==> config.mk <==
export PLATFORM = sky130hd
export DESIGN_NAME = utf8_to_unicode_keystrokes
export DESIGN_NICKNAME = d
export VERILOG_FILES = /design/src/rtl/u2k_pkg.sv /design/src/rtl/utf8_to_unicode_keystrokes.sv /design/src/rtl/u2k_datapath.sv /design/src/rtl/u2k_ctrl.sv
export SDC_FILE = /design/constraint.sdc
export NUM_CORES = 1
export LEC_CHECK = 0
export BUFFER_PORTS_ARGS = -buffer_cell sky130_fd_sc_hd__buf_2
export CAP_MARGIN = 20
export CORE_UTILIZATION = 50
export DETAILED_ROUTE_END_ITERATION = 7
export PLACE_DENSITY = 0.69
export SLEW_MARGIN = 20
export SYNTH_ARGS = -nofsm -noshare
export SYNTH_HDL_FRONTEND = slang
export SYNTH_HIERARCHICAL = 1
export SYNTH_SLANG_ARGS = --single-unit
==> constraint.sdc <==
create_clock -name clk -period 5.75 [get_ports clk]
set_clock_uncertainty 0.1 [all_clocks]
set_input_delay 0 -clock clk [delete_from_list [all_inputs] [get_ports clk]]
set_output_delay 0 -clock clk [all_outputs]
set_load 0.02 [all_outputs]
==> src/rtl/u2k_pkg.sv <==
`timescale 1ns / 1ps
// ----------------------------------------------------------------------------
// u2k_pkg: shared types and constants for the UTF-8 to keystroke block
// Event codes, key classes, host entry methods and the controller/datapath
// command and status words.
// ----------------------------------------------------------------------------
package u2k_pkg;

	localparam int CP_W       = 21;
	localparam int BCD_DIGITS = 7;
	localparam int CONV_STEPS = CP_W;
	localparam int CNT_W      = $clog2(CONV_STEPS + 1);

	typedef logic [1:0] action_t;
	localparam action_t ACT_PRESS   = 2'd0;
	localparam action_t ACT_RELEASE = 2'd1;
	localparam action_t ACT_TYPE    = 2'd2;
	localparam action_t ACT_REJECT  = 2'd3;

	typedef logic [2:0] class_t;
	localparam class_t CLS_CHAR   = 3'd0;
	localparam class_t CLS_NUMPAD = 3'd1;
	localparam class_t CLS_CTRL   = 3'd2;
	localparam class_t CLS_SHIFT  = 3'd3;
	localparam class_t CLS_ALT    = 3'd4;

	typedef logic [1:0] mode_t;
	localparam mode_t MODE_WIN = 2'd0;
	localparam mode_t MODE_LIN = 2'd1;
	localparam mode_t MODE_MAC = 2'd2;
	localparam mode_t MODE_UNK = 2'd3;

	// Outcome of decoding one byte
	typedef logic [1:0] res_t;
	localparam res_t RES_NONE   = 2'd0;
	localparam res_t RES_REJECT = 2'd1;
	localparam res_t RES_TYPE   = 2'd2;
	localparam res_t RES_KEYS   = 2'd3;

	// Source of key_value for an event
	typedef logic [2:0] vkind_t;
	localparam vkind_t VK_ZERO  = 3'd0;
	localparam vkind_t VK_CP    = 3'd1;
	localparam vkind_t VK_U     = 3'd2;
	localparam vkind_t VK_SPACE = 3'd3;
	localparam vkind_t VK_HEX   = 3'd4;
	localparam vkind_t VK_NUM   = 3'd5;
	localparam vkind_t VK_NUM0  = 3'd6;

	localparam logic [7:0] NUMPAD_ZERO = 8'h62;
	localparam logic [7:0] NUMPAD_ONE  = 8'h59;
	localparam logic [7:0] KEY_U       = 8'h75;
	localparam logic [7:0] KEY_SPACE   = 8'h20;

	localparam logic [CP_W-1:0] VS_LO  = 21'h0FE00;
	localparam logic [CP_W-1:0] VS_HI  = 21'h0FE0F;
	localparam logic [CP_W-1:0] VSS_LO = 21'hE0100;
	localparam logic [CP_W-1:0] VSS_HI = 21'hE01EF;

	typedef struct packed {
		logic    load_in;
		logic    decode;
		logic    conv_step;
		logic    emit;
		action_t ev_action;
		class_t  ev_class;
		vkind_t  ev_vkind;
		logic [2:0] ev_dig;
		logic    ev_end;
	} u2k_cmd_t;

	typedef struct packed {
		res_t    res;
		mode_t   mode;
		logic    big;
		logic [2:0] ndig;
		logic    out_free;
	} u2k_status_t;

endpackage

==> src/rtl/utf8_to_unicode_keystrokes.sv <==
`timescale 1ns / 1ps
// ----------------------------------------------------------------------------
// utf8_to_unicode_keystrokes: UTF-8 text to host keystroke events
// Decodes UTF-8 one byte per word and turns each code point into a type
// event or a series of key events for the selected host entry method.
//
//   channel  direction  handshake             word
//   in       sink       in_valid / in_ready   byte_value, last_byte
//   out      source     out_valid / out_ready action, key_class, key_value,
//                                             run_end
//   cfg      sink       cfg_valid / cfg_ready platform_mode
//
// Sequence: a byte is registered when taken, then decoded. A byte that
//   gives no event frees the input after decode; ASCII and reject words
//   free it once their word is emitted. A Windows code point goes through
//   the bit-serial decimal converter, then every event goes through the
//   output register: up to 20 events (Linux), 18 (Windows), 14 (macOS).
// Reset: arst_n clears the decoder state, the sequencer and the output
//   valid; the platform register returns to Windows.
// Stalls: with out_ready low the sequencer holds on the pending event; the
//   input stays closed until the last event of the byte is in the register.
// ----------------------------------------------------------------------------
module utf8_to_unicode_keystrokes import u2k_pkg::*; (
	input  logic       clk,
	input  logic       arst_n,
	input  logic       in_valid,
	output logic       in_ready,
	input  logic [7:0] byte_value,
	input  logic       last_byte,
	output logic       out_valid,
	input  logic       out_ready,
	output logic [1:0] action,
	output logic [2:0] key_class,
	output logic [7:0] key_value,
	output logic       run_end,
	input  logic       cfg_valid,
	output logic       cfg_ready,
	input  logic [1:0] platform_mode
);

	u2k_cmd_t    cmd;
	u2k_status_t st;

	// The platform register takes a word in any cycle
	assign cfg_ready = 1'b1;

	// Sequencer: decides which event goes out next
	u2k_ctrl u_ctrl (
		.clk      (clk),
		.arst_n   (arst_n),
		.in_valid (in_valid),
		.in_ready (in_ready),
		.st       (st),
		.cmd      (cmd)
	);

	// Decoder state, decimal converter and output register
	u2k_datapath u_dp (
		.clk        (clk),
		.arst_n     (arst_n),
		.byte_value (byte_value),
		.last_byte  (last_byte),
		.cfg_valid  (cfg_valid),
		.cfg_data   (platform_mode),
		.out_ready  (out_ready),
		.cmd        (cmd),
		.st         (st),
		.out_valid  (out_valid),
		.action     (action),
		.key_class  (key_class),
		.key_value  (key_value),
		.run_end    (run_end)
	);

endmodule

==> src/rtl/u2k_datapath.sv <==
`timescale 1ns / 1ps
// ----------------------------------------------------------------------------
// u2k_datapath: decoder state, binary-to-decimal unit and output register
// Assembles code points, converts them to BCD one bit a cycle and builds
// the key value of each event from the controller's command.
// ----------------------------------------------------------------------------
module u2k_datapath import u2k_pkg::*; (
	input  logic        clk,
	input  logic        arst_n,
	input  logic [7:0]  byte_value,
	input  logic        last_byte,
	input  logic        cfg_valid,
	input  logic [1:0]  cfg_data,
	input  logic        out_ready,
	input  u2k_cmd_t    cmd,
	output u2k_status_t st,
	output logic        out_valid,
	output action_t     action,
	output class_t      key_class,
	output logic [7:0]  key_value,
	output logic        run_end
);

	mode_t             mode_q;
	logic [7:0]        byte_q;
	logic              last_q;
	logic [CP_W-1:0]   part_q, part_n;
	logic [1:0]        pend_q, pend_n;
	logic              disc_q, disc_n;
	logic [CP_W-1:0]   cp_q, cp_n, bin_q;
	logic [4*BCD_DIGITS-1:0] bcd_q, bcd_adj;
	logic              have_cp;
	res_t              res;
	logic              out_valid_q, end_q;
	action_t           act_q;
	class_t            cls_q;
	logic [7:0]        val_q, val_n;
	logic [31:0]       hex_pad, dec_pad;
	logic [3:0]        hex_nib, dec_nib;
	logic [2:0]        nd_hex, nd_dec, nd;

	// Byte decode
	always_comb begin
		part_n  = part_q;
		pend_n  = pend_q;
		disc_n  = disc_q;
		have_cp = 1'b0;
		cp_n    = '0;
		res     = RES_NONE;
		if (!disc_q) begin
			priority if (pend_q != 2'd0) begin
				part_n = {part_q[CP_W-7:0], byte_q[5:0]};
				pend_n = pend_q - 2'd1;
				if (pend_n == 2'd0) begin
					have_cp = 1'b1;
					cp_n    = part_n;
				end
			end else if (!byte_q[7]) begin
				have_cp = 1'b1;
				cp_n    = {{(CP_W-8){1'b0}}, byte_q};
			end else if (byte_q[7:5] == 3'b110) begin
				part_n = {{(CP_W-5){1'b0}}, byte_q[4:0]};
				pend_n = 2'd1;
			end else if (byte_q[7:4] == 4'b1110) begin
				part_n = {{(CP_W-4){1'b0}}, byte_q[3:0]};
				pend_n = 2'd2;
			end else if (byte_q[7:3] == 5'b11110) begin
				part_n = {{(CP_W-3){1'b0}}, byte_q[2:0]};
				pend_n = 2'd3;
			end else begin
				// bad lead byte decodes as zero
				have_cp = 1'b1;
			end

			if (have_cp) begin
				part_n = '0;
				if (cp_n == '0) begin
					res = RES_REJECT;
				end else if (cp_n < 21'd128) begin
					res = RES_TYPE;
				end else begin
					unique case (mode_q)
						MODE_WIN, MODE_MAC: res = RES_KEYS;
						MODE_LIN: begin
							if ((cp_n >= VS_LO && cp_n <= VS_HI) ||
							    (cp_n >= VSS_LO && cp_n <= VSS_HI))
								res = RES_NONE;
							else
								res = RES_KEYS;
						end
						MODE_UNK: res = RES_REJECT;
					endcase
				end
			end else if (last_q && pend_n != 2'd0) begin
				res = RES_REJECT;
			end

			if (res == RES_REJECT) begin
				disc_n = 1'b1;
				part_n = '0;
				pend_n = 2'd0;
			end
		end
		if (last_q) begin
			part_n = '0;
			pend_n = 2'd0;
			disc_n = 1'b0;
		end
	end

	// Double dabble: add 3 to each digit of five or more, then shift
	always_comb begin
		for (int i = 0; i < BCD_DIGITS; i++) begin
			if (bcd_q[4*i +: 4] >= 4'd5)
				bcd_adj[4*i +: 4] = bcd_q[4*i +: 4] + 4'd3;
			else
				bcd_adj[4*i +: 4] = bcd_q[4*i +: 4];
		end
	end

	// Digit counts
	always_comb begin
		nd_hex = 3'd1;
		nd_dec = 3'd1;
		for (int i = 1; i < 6; i++)
			if (hex_pad[4*i +: 4] != 4'd0) nd_hex = 3'(i + 1);
		for (int i = 1; i < BCD_DIGITS; i++)
			if (bcd_q[4*i +: 4] != 4'd0) nd_dec = 3'(i + 1);
		if (mode_q == MODE_WIN)
			nd = nd_dec;
		else if (mode_q == MODE_MAC && nd_hex < 3'd4)
			nd = 3'd4;
		else
			nd = nd_hex;
	end

	assign hex_pad = {{(32-CP_W){1'b0}}, cp_q};
	assign dec_pad = {{(32-4*BCD_DIGITS){1'b0}}, bcd_q};
	assign hex_nib = hex_pad[4*cmd.ev_dig +: 4];
	assign dec_nib = dec_pad[4*cmd.ev_dig +: 4];

	always_comb begin
		unique case (cmd.ev_vkind)
			VK_ZERO:  val_n = 8'd0;
			VK_CP:    val_n = cp_q[7:0];
			VK_U:     val_n = KEY_U;
			VK_SPACE: val_n = KEY_SPACE;
			VK_HEX:   val_n = (hex_nib < 4'd10) ? 8'h30 + {4'd0, hex_nib}
			                                    : 8'h37 + {4'd0, hex_nib};
			VK_NUM:   val_n = (dec_nib == 4'd0) ? NUMPAD_ZERO
			                                    : NUMPAD_ONE - 8'd1 + {4'd0, dec_nib};
			VK_NUM0:  val_n = NUMPAD_ZERO;
			default:  val_n = 8'd0;
		endcase
	end

	assign st.res      = res;
	assign st.mode     = mode_q;
	assign st.big      = |cp_q[CP_W-1:8];
	assign st.ndig     = nd;
	assign st.out_free = !out_valid_q || out_ready;

	always_ff @(posedge clk or negedge arst_n) begin
		if (!arst_n) begin
			mode_q      <= MODE_WIN;
			part_q      <= '0;
			pend_q      <= 2'd0;
			disc_q      <= 1'b0;
			out_valid_q <= 1'b0;
		end else begin
			if (cfg_valid)
				mode_q <= cfg_data;
			if (cmd.decode) begin
				part_q <= part_n;
				pend_q <= pend_n;
				disc_q <= disc_n;
			end
			if (cmd.emit)
				out_valid_q <= 1'b1;
			else if (out_ready)
				out_valid_q <= 1'b0;
		end
	end

	always_ff @(posedge clk) begin
		if (cmd.load_in) begin
			byte_q <= byte_value;
			last_q <= last_byte;
		end
		if (cmd.decode) begin
			cp_q  <= cp_n;
			bin_q <= cp_n;
			bcd_q <= '0;
		end else if (cmd.conv_step) begin
			bcd_q <= {bcd_adj[4*BCD_DIGITS-2:0], bin_q[CP_W-1]};
			bin_q <= {bin_q[CP_W-2:0], 1'b0};
		end
		if (cmd.emit) begin
			act_q <= cmd.ev_action;
			cls_q <= cmd.ev_class;
			val_q <= val_n;
			end_q <= cmd.ev_end;
		end
	end

	assign out_valid = out_valid_q;
	assign action    = act_q;
	assign key_class = cls_q;
	assign key_value = val_q;
	assign run_end   = end_q;

endmodule

==> src/rtl/u2k_ctrl.sv <==
`timescale 1ns / 1ps
// ----------------------------------------------------------------------------
// u2k_ctrl: event sequencer
// Steps through decode, decimal conversion and the prefix, digit and suffix
// events of each host entry method, one event per output slot.
// ----------------------------------------------------------------------------
module u2k_ctrl import u2k_pkg::*; (
	input  logic        clk,
	input  logic        arst_n,
	input  logic        in_valid,
	output logic        in_ready,
	input  u2k_status_t st,
	output u2k_cmd_t    cmd
);

	localparam logic [2:0] S_IDLE = 3'd0;
	localparam logic [2:0] S_DEC  = 3'd1;
	localparam logic [2:0] S_ONE  = 3'd2;
	localparam logic [2:0] S_CONV = 3'd3;
	localparam logic [2:0] S_PRE  = 3'd4;
	localparam logic [2:0] S_DIG  = 3'd5;
	localparam logic [2:0] S_POST = 3'd6;

	logic [2:0]       state_q, state_n;
	logic [2:0]       sub_q, sub_n, pre_last;
	logic [2:0]       dig_q, dig_n;
	logic             half_q, half_n;
	logic [CNT_W-1:0] cnt_q, cnt_n;
	logic             rej_q, rej_n;

	assign in_ready = (state_q == S_IDLE);

	always_comb begin
		cmd      = '0;
		state_n  = state_q;
		sub_n    = sub_q;
		dig_n    = dig_q;
		half_n   = half_q;
		cnt_n    = cnt_q;
		rej_n    = rej_q;
		pre_last = 3'd0;
		cmd.ev_dig = dig_q;
		unique case (state_q)
			S_IDLE: begin
				if (in_valid) begin
					cmd.load_in = 1'b1;
					state_n     = S_DEC;
				end
			end
			S_DEC: begin
				cmd.decode = 1'b1;
				sub_n      = 3'd0;
				unique case (st.res)
					RES_NONE: state_n = S_IDLE;
					RES_REJECT: begin
						rej_n   = 1'b1;
						state_n = S_ONE;
					end
					RES_TYPE: begin
						rej_n   = 1'b0;
						state_n = S_ONE;
					end
					RES_KEYS: begin
						if (st.mode == MODE_WIN) begin
							cnt_n   = CNT_W'(CONV_STEPS);
							state_n = S_CONV;
						end else begin
							state_n = S_PRE;
						end
					end
				endcase
			end
			S_ONE: begin
				cmd.ev_action = rej_q ? ACT_REJECT : ACT_TYPE;
				cmd.ev_class  = CLS_CHAR;
				cmd.ev_vkind  = rej_q ? VK_ZERO : VK_CP;
				cmd.ev_end    = 1'b1;
				if (st.out_free) begin
					cmd.emit = 1'b1;
					state_n  = S_IDLE;
				end
			end
			S_CONV: begin
				cmd.conv_step = 1'b1;
				cnt_n         = cnt_q - CNT_W'(1);
				if (cnt_q == CNT_W'(1))
					state_n = S_PRE;
			end
			S_PRE: begin
				cmd.ev_class = CLS_ALT;
				cmd.ev_vkind = VK_ZERO;
				unique case (st.mode)
					MODE_WIN: begin
						pre_last = st.big ? 3'd2 : 3'd0;
						if (sub_q != 3'd0) begin
							cmd.ev_class  = CLS_NUMPAD;
							cmd.ev_vkind  = VK_NUM0;
							cmd.ev_action = (sub_q == 3'd1) ? ACT_PRESS : ACT_RELEASE;
						end
					end
					MODE_LIN: begin
						pre_last = 3'd5;
						unique case (sub_q)
							3'd0: cmd.ev_class = CLS_CTRL;
							3'd1: cmd.ev_class = CLS_SHIFT;
							3'd2: begin
								cmd.ev_class = CLS_CHAR;
								cmd.ev_vkind = VK_U;
							end
							3'd3: begin
								cmd.ev_action = ACT_RELEASE;
								cmd.ev_class  = CLS_CHAR;
								cmd.ev_vkind  = VK_U;
							end
							3'd4: begin
								cmd.ev_action = ACT_RELEASE;
								cmd.ev_class  = CLS_SHIFT;
							end
							default: begin
								cmd.ev_action = ACT_RELEASE;
								cmd.ev_class  = CLS_CTRL;
							end
						endcase
					end
					MODE_MAC, MODE_UNK: pre_last = 3'd0;
				endcase
				if (st.out_free) begin
					cmd.emit = 1'b1;
					if (sub_q == pre_last) begin
						dig_n   = st.ndig - 3'd1;
						half_n  = 1'b0;
						state_n = S_DIG;
					end else begin
						sub_n = sub_q + 3'd1;
					end
				end
			end
			S_DIG: begin
				cmd.ev_action = half_q ? ACT_RELEASE : ACT_PRESS;
				cmd.ev_class  = (st.mode == MODE_WIN) ? CLS_NUMPAD : CLS_CHAR;
				cmd.ev_vkind  = (st.mode == MODE_WIN) ? VK_NUM : VK_HEX;
				if (st.out_free) begin
					cmd.emit = 1'b1;
					if (!half_q) begin
						half_n = 1'b1;
					end else if (dig_q == 3'd0) begin
						sub_n   = 3'd0;
						state_n = S_POST;
					end else begin
						half_n = 1'b0;
						dig_n  = dig_q - 3'd1;
					end
				end
			end
			S_POST: begin
				if (st.mode == MODE_LIN) begin
					cmd.ev_action = (sub_q == 3'd0) ? ACT_PRESS : ACT_RELEASE;
					cmd.ev_class  = CLS_CHAR;
					cmd.ev_vkind  = VK_SPACE;
					cmd.ev_end    = (sub_q != 3'd0);
				end else begin
					cmd.ev_action = ACT_RELEASE;
					cmd.ev_class  = CLS_ALT;
					cmd.ev_vkind  = VK_ZERO;
					cmd.ev_end    = 1'b1;
				end
				if (st.out_free) begin
					cmd.emit = 1'b1;
					if (cmd.ev_end)
						state_n = S_IDLE;
					else
						sub_n = sub_q + 3'd1;
				end
			end
			default: state_n = S_IDLE;
		endcase
	end

	always_ff @(posedge clk or negedge arst_n) begin
		if (!arst_n) begin
			state_q <= S_IDLE;
			sub_q   <= 3'd0;
			dig_q   <= 3'd0;
			half_q  <= 1'b0;
			cnt_q   <= '0;
			rej_q   <= 1'b0;
		end else begin
			state_q <= state_n;
			sub_q   <= sub_n;
			dig_q   <= dig_n;
			half_q  <= half_n;
			cnt_q   <= cnt_n;
			rej_q   <= rej_n;
		end
	end

endmodule

==> metrics.txt, run 1 <==
most frequent cells in the layout nor2_1, edfxtp_1, a21oi_1; crit start category register; Hold Crit Class in -> reg; total core area roughly 14000 um^2; area grow syn2layout 12.62%; CP Cell Sequence nor2b_1 > nand2_1 > inv_1 > inv_1 > nor3_1 > a21oi_1 > nor2_1; Top Family by Delay on Critical Path buffers and inverters; Bufs on Longest Clock Path 2; cell area power density 491.6 nW/um^2; postcts setup bufs 0; Top FF cell, synth edfxtp_1; Max Used Layer met4; number of synthesized register bits 130; DPL Wire Length roughly 11000 um; FFs w/ async S/R, synth 28.46%; slack of the critical path roughly 2.3 ns; layout cell share with drive strength beyond 1 14.45%; final hold vios 0; critical path type reg -> reg; RSZ-0062 raised after global routing false; initial antenna violation count 0; top cells by area, synth edfxtp_1, dfrtp_1, dfxtp_1; clk_lat worst skew around 0.42 ns; Post-Syn Nets between 700 and 800; status completed; clk sink count 130; hold path endpoint u_dp/last_q; placed cell count roughly 930; metal2 WL around 7900 um; top cell type's share of synthesized area between 20% and 30%; Slew headroom around 34%; final antenna-violating net count 0; number of flops mapped to enable cells by yosys 65; row count between 40 and 50; Post-route DRC 0; largest net degree at the start of global routing between 70 and 80; dpl ws 2.374 ns; via count 5823; fin cells around 970; cts bufs inserted 17; WP data required roughly 6 ns; peak supply drop roughly 0.26 mV; global placement routability congestion 0.9049; endpoints failing setup 0; maxcap violations 0; met3 wire len roughly 830 um; number of global-route vias before repair between 5000 and 6000; Leakage around 3.2 nW; synthesized area about 7400 um^2; Overflow after GRT 0; port bufs 31; routed metal-1 wirelength between 7000 and 8000 um; Power, Total around 4.1 mW; slowest stage delay, CP 0.79 ns; Reg2Reg Depth 7; TritonRoute pass-1 iters 5; Tot GR Track Use between 20% and 30%; most common cell after layout, fill and taps aside nor2_1; Worst Hold Path Cells 2; Final Util between 50 and 60%; final worst-path cycle share approximately three fifths; Die H ~120 um; Fmax approximately 290 MHz; # nets final around 820; Fin Setup TNS 0 ns; reg2reg end u_dp/bcd_q[4]; Initial DRC Count about 540; Worst-Margin Slew 0.9881 ns; cell accounting for the most synthesized area edfxtp_1; Layout fillers roughly 1200; most frequent CP cell inv_1; syn_area_per_cell just under 10 um^2; r2r startpoint u_ctrl/state_q[0]; clock-pin slew on the worst setup and hold paths around 0.060 ns; Routed wire per std cell roughly 17 um; routed wire length roughly 17000 um; Yosys Warn Count 6; DR vias/cell between 5 and 6; die area roughly 15000 um^2; Initial Util about half; first-pass GRT wire length roughly 27000 um; CTS tree done; sequential-to-total area share from yosys stat approximately 46%; FF-to-FF setup slack ~2.3 ns; Period minus WS final between 3 and 4 ns; CP Max Fanout 25; Worst path slowest cell dfrtp_1; worst path arrival time between 3 and 4 ns; Hold Crit Start in_valid; Root Buffer clkbuf_16; buffers and inverters on the worst path 2; DIE WIDTH 123.7 um; # diodes 0; Post-DP Area 7629 um^2; number of hold buffers added after cts 14; Ports 33; design area between 8000 and 9000 um^2; Multi-input gate area 3640 um^2; WHS between 0.09 and 0.1 ns; post-synthesis cell count around 750; Crit. End Element register; FF/Latch Area ~3400 um^2; CTS resizes 0; htree depth 4; Distinct cells, synth between 70 and 80; Slew Limit Fails 0
## registers in the layout, summed over array words and instances, names as in the netlist
signal,flops
u_dp/mode_q,2
u_dp/last_q,1
u_dp/key_value,8
u_dp/disc_q,1
u_dp/byte_q,8
u_ctrl/state_q,3
u_dp/pend_q,2
u_ctrl/dig_q,3
u_dp/run_end,1
u_dp/cp_q,21
u_dp/bin_q,21
u_dp/out_valid,1
u_dp/action,2
u_ctrl/sub_q,3
u_ctrl/half_q,1
u_dp/part_q,15
u_dp/key_class,3
u_dp/bcd_q,28
u_ctrl/rej_q,1
u_ctrl/cnt_q,5
## cell type report
class | instances | area share [%]
Clock buffer | 17 | 5.099
Clock inverter | 15 | 1.740
Sequential cell | 130 | 41.21
Timing Repair Buffer | 48 | 3.809
Inverter | 39 | 1.755
Multi-Input combinational cell | 540 | 43.63
Tap cell | 184 | 2.759
## per-layer routing
layer | GRT usage [%] | vias up
li1 | - | 2801
met1 | 31.68 | 2808
met2 | 36.91 | 185
met3 | 4.212 | 29
met4 | 9.789 | 0
met5 | 0 | -
## cells by family (layout without fill, tap and decap cells)
family | after synthesis | in the layout | share of synthesized area [%]
xor+xnor | 14 | 14 | 1.655
other cells | 1 | 1 | 0.05062
compound gates | 188 | 188 | 16.33
mux | 54 | 54 | 8.664
fa+ha+maj | 27 | 27 | 4.560
simple gates | 256 | 256 | 17.75
buf+inv | 79 | 119 | 4.577
flops | 130 | 130 | 46.41
## synthesized netlist by cell type (3+ instances only)
| library cell | instances |
|---|---|
| dfrtp_1 | 37 |
| nor2b_1 | 5 |
| nor4_1 | 11 |
| xnor2_1 | 7 |
| mux4_2 | 5 |
| o21bai_1 | 3 |
| buf_2 | 10 |
| mux2i_1 | 24 |
| o22ai_1 | 3 |
| nor3_1 | 24 |
| o211ai_1 | 7 |
| a211oi_1 | 3 |
| and3_1 | 21 |
| edfxtp_1 | 65 |
| o31ai_1 | 4 |
| o21ai_1 | 5 |
| a21o_1 | 3 |
| nand3_1 | 11 |
| dfxtp_1 | 28 |
| nor3b_1 | 6 |
| buf_1 | 6 |
| nand4_1 | 8 |
| and4_1 | 3 |
| buf_4 | 4 |
| mux2_2 | 23 |
| a22o_1 | 13 |
| xor2_1 | 7 |
| o21ai_0 | 51 |
| nand2b_1 | 18 |
| ha_1 | 27 |
| a31oi_1 | 4 |
| nor2_1 | 69 |
| and2_1 | 7 |
| a21oi_1 | 60 |
| nand3b_1 | 6 |
| nand2_1 | 52 |
| inv_1 | 37 |
| clkbuf_1 | 18 |
| o21a_1 | 4 |
| a211o_1 | 3 |
## where the power goes
| part | leakage, nW | internal [mW] | switching, mW |
|---|---|---|---|
| registers | 1.34 | 1.33 | 0.283 |
| logic | 1.64 | 0.572 | 0.870 |
| clock network | 0.266 | 0.605 | 0.442 |
## worst reg2reg max path, delay by kind of cell, from the launching register on
kind / cells / cell delay, ns
DFF: 1 / 0.79
buffers and inverters: 2 / 1.31
and+or+nand+nor: 4 / 1.13
AOI/OAI and AO/OA: 1 / 0.06
## worst max-delay path by stage
stage / startpoint / to / slack [ns] / cells past startpoint
global route: u_ctrl/state_q[0] / u_dp/bcd_q[16] / 1.92 / 7
finish: u_ctrl/state_q[0] / u_dp/bcd_q[4] / 2.29 / 7
floorplan: u_ctrl/state_q[2] / u_dp/bin_q[0] / 1.95 / 6
CTS: u_ctrl/state_q[0] / u_dp/bcd_q[24] / 2.35 / 7
global placement: u_ctrl/state_q[0] / u_dp/bcd_q[12] / 2.45 / 7
detailed placement: u_ctrl/state_q[0] / u_dp/bcd_q[4] / 2.37 / 7
Note: power is estimated with default switching activity, not from simulation.
==> run 2, diff against run 1 <==
--- a/config.mk
+++ b/config.mk
@@ -5,6 +5,7 @@
 export SDC_FILE = /design/constraint.sdc
 export NUM_CORES = 1
 export LEC_CHECK = 0
+export ABC_AREA = 1
 export BUFFER_PORTS_ARGS = -buffer_cell sky130_fd_sc_hd__buf_2
 export CAP_MARGIN = 20
 export CORE_UTILIZATION = 50
==> constraint.sdc (replaced) <==
create_clock -name clk -period 3.3 [get_ports clk]
set_clock_uncertainty 0.1 [all_clocks]
set_input_delay 0 -clock clk [delete_from_list [all_inputs] [get_ports clk]]
set_output_delay 0 -clock clk [all_outputs]
set_load 0.02 [all_outputs]
==> run 2 against run 1 <==
Against the previous run: clock-buffer cell count did not move; sequential power rose by 67%; combinational power rose by 90%; maximum frequency rose by 18%; critical path type unchanged.
==> metrics.txt, run 2 <==
status completed; largest net degree at the start of global routing 38 (-51%); DR vias/cell 5.584 (-6.7%); via count 6545 (+12%); Worst path slowest cell dfrtp_2; most common cell after layout, fill and taps aside nand2_1; cts bufs inserted 17 (unchanged); clock-pin slew on the worst setup and hold paths 0.06 ns (about the same); most frequent cells in the layout nand2_1, inv_1, o21ai_0; Initial DRC Count 581 (+7.8%); Ports 33 (unchanged); final worst-path cycle share 88.95% (+29 points); Slew headroom 43.27% (+9.8 points); maxcap violations 0 (unchanged); WHS 0.04489 ns (-0.05361 ns); Fin Setup TNS 0 ns (unchanged); top cell type's share of synthesized area 25.71% (-0.64 points); DPL Wire Length 12770 um (+12%); endpoints failing setup 0 (unchanged); fin cells 1172 (+20%); Post-Syn Nets 967 (+22%); placed cell count 1124 (+21%); die area 15680 um^2 (+2.4%); slowest stage delay, CP 0.49 ns (-0.30 ns); Slew Limit Fails 0 (unchanged); Die H 125.2 um (+1.2%); # diodes 0 (unchanged); number of global-route vias before repair 6263 (+16%); Hold Crit Class in -> reg; Leakage 3.698 nW (+14%); layout cell share with drive strength beyond 1 14.17% (-0.28 points); first-pass GRT wire length 30540 um (+11%); routed wire length 17910 um (+7.2%); crit start category register; Routed wire per std cell 15.28 um (-11%); FF/Latch Area 3441 um^2 (about the same); buffers and inverters on the worst path 3 (+1); Post-route DRC 0 (unchanged); Top FF cell, synth edfxtp_1; area grow syn2layout 14.44%; Tot GR Track Use 24.61% (+1.2 points); synthesized area 7592 um^2 (+2.5%); clk sink count 130 (unchanged); most frequent cells after synthesis nand2_1, inv_1, o21ai_0; RSZ-0062 raised after global routing false; port bufs 31 (unchanged); critical path type reg -> reg; CP Max Fanout 13 (-48%); Largest regs u_dp/bcd_q (28), u_dp/bin_q (21), u_dp/cp_q (21); Period minus WS final 2.936 ns (-0.5272 ns); max FFs per register 28 (unchanged); top cells by area, synth edfxtp_1, dfrtp_1, nand2_1; syn_area_per_cell 8.217 um^2 (-17%); initial antenna violation count 0 (unchanged); worst path arrival time 3.15 ns (-0.56 ns); Power, Total 7.308 mW (+78%); most frequent cell after synthesis nand2_1; post-synthesis cell count 924 (+23%); Largest Register u_dp/bcd_q; Initial Util 51.65% (+0.48 points); Yosys Warn Count 6 (unchanged); Crit. End Element register; number of flops mapped to enable cells by yosys 65 (unchanged); peak supply drop 0.4162 mV (+58%); final hold vios 0 (unchanged); Root Buffer clkbuf_16; global placement routability congestion 0.9205 (+1.7%); CTS tree done; FFs w/ async S/R, synth 28.46% (unchanged); cell area power density 841.1 nW/um^2 (+71%); htree depth 4 (unchanged); WP data required 3.51 ns (-2.49 ns); number of synthesized register bits 130 (unchanged); Overflow after GRT 0 (unchanged); Bufs on Longest Clock Path 2 (unchanged); CP Cell Sequence inv_4 > nand3_2 > nor2_2 > nand3_1 > nor2_1 > nand2_1 > nand2_1 > nand2_1 > nand2_1 > nand2_1 > nand2_1 > nand2_1 > nand2_1 > nand2_1 > nor2_1 > inv_1 > ha_1 > inv_1 > nand2_1 > nand3_1 > nand2_1 > nand4_1 > nand2_1; Top Family by Delay on Critical Path simple AND/OR/NAND/NOR gates; # nets final 1019 (+24%); cell accounting for the most synthesized area edfxtp_1; clk_lat worst skew 0.42 ns (about the same); Fmax 340.7 MHz (+18%); row count 44 (unchanged); sequential-to-total area share from yosys stat 45.29% (-1.1 points); Layout fillers 1254 (+0.80%); total core area 14700 um^2 (+1.5%); TritonRoute pass-1 iters 7 (+2); final antenna-violating net count 0 (unchanged); Distinct cells, synth 57 (-25%); Worst-Margin Slew 0.8509 ns (-0.1372 ns); most frequent CP cell nand2_1; Multi-input gate area 3537 um^2 (-2.8%); DIE WIDTH 125.2 um (+1.2%)
==> run 2: changes by cell type after synthesis, sizes merged, moves of 12 or more <==
cell    change
and3       -21
a21oi      -18
nand3      +50
o22ai      +19
nor2       +34
nand2     +144
a22o       -12
mux2       -25
nand2b     -18
inv        +86
o21ai      +43
mux2i      -24
==> run 2: repair_timing <==
item	in CTS	in global routing
resized for setup	0	4
hold endpoints to repair	49	0
hold buffers	17	0
setup endpoints to repair	0	4
setup buffers	0	0
==> run 2: kinds of logic (layout without fill, tap and decap cells) <==
kind of cell / Yosys count / count (layout) / share of synthesized area (%)
adders and majority gates: 27 / 27 / 4.450
AOI/OAI and AO/OA: 206 / 206 / 15.87
buffers and inverters: 150 / 214 / 8.289
xor gates and xnor gates: 5 / 5 / 0.5769
other: 1 / 1 / 0.04939
DFF: 130 / 130 / 45.29
and+or+nand+nor: 405 / 405 / 25.48
==> run 2: power by group <==
group / switching (mW) / total (mW) / internal (mW)
clock network: 0.706 / 1.88 / 1.18
logic: 1.86 / 2.73 / 0.874
registers: 0.378 / 2.69 / 2.32
==> run 2: tightest hold or removal path: stages <==
cell	delay [ns]
buf_2	0.09
inv_1	0.07
nor3_1	0.05
buf_4	0.17
==> run 2: stage by stage <==
| step | utilization, % | instance area [um^2] | setup slack (ns) |
|---|---|---|---|
| 3_5_place_dp | 53.82 | 7911 | 0.3493 |
| 5_1_grt | 59.11 | 8688 | 0.04524 |
| 2_1_floorplan | - | 7592 | 0.4577 |
| 6_report | 59.11 | 8688 | 0.3645 |
| 4_1_cts | 59.01 | 8673 | 0.3260 |
| 3_3_place_gp | 53.82 | 7911 | 0.4317 |
==> run 2: worst paths after layout <==
path | cells past startpoint | slack, ns | to | startpoint
min | 4 | 0.04 | u_dp/last_q | in_valid
max | 23 | 0.36 | u_ctrl/state_q[1] | u_dp/pend_q[1]
min reg2reg | 2 | 0.34 | u_dp/bcd_q[0] | u_dp/bin_q[20]
max in group asynchronous | 2 | 2.36 | u_dp/pend_q[0] | arst_n
min in group asynchronous | 2 | 0.14 | u_ctrl/sub_q[0] | arst_n
max reg2reg | 23 | 0.36 | u_ctrl/state_q[1] | u_dp/pend_q[1]
==> run 2: layout make-up <==
cell class                 count  share of cell area [%]
clock buffer                  17                   4.896
clock inverter                14                   1.915
inverter                     126                   5.559
multi-input combinational    644                   40.71
sequential                   130                   39.60
tap                          184                   2.650
timing repair buffer          57                   4.666
==> run 2: routing by layer <==
layer | wire length [um] | share of wire (%) | vias up | track usage (%)
met5 | 0 | 0 | - | 0
met4 | 442 | 2.5 | 0 | 10.62
met3 | 893 | 5.0 | 38 | 5.006
met2 | 8140 | 45 | 198 | 38.42
met1 | 8428 | 47 | 3057 | 33.31
li1 | - | - | 3252 | -
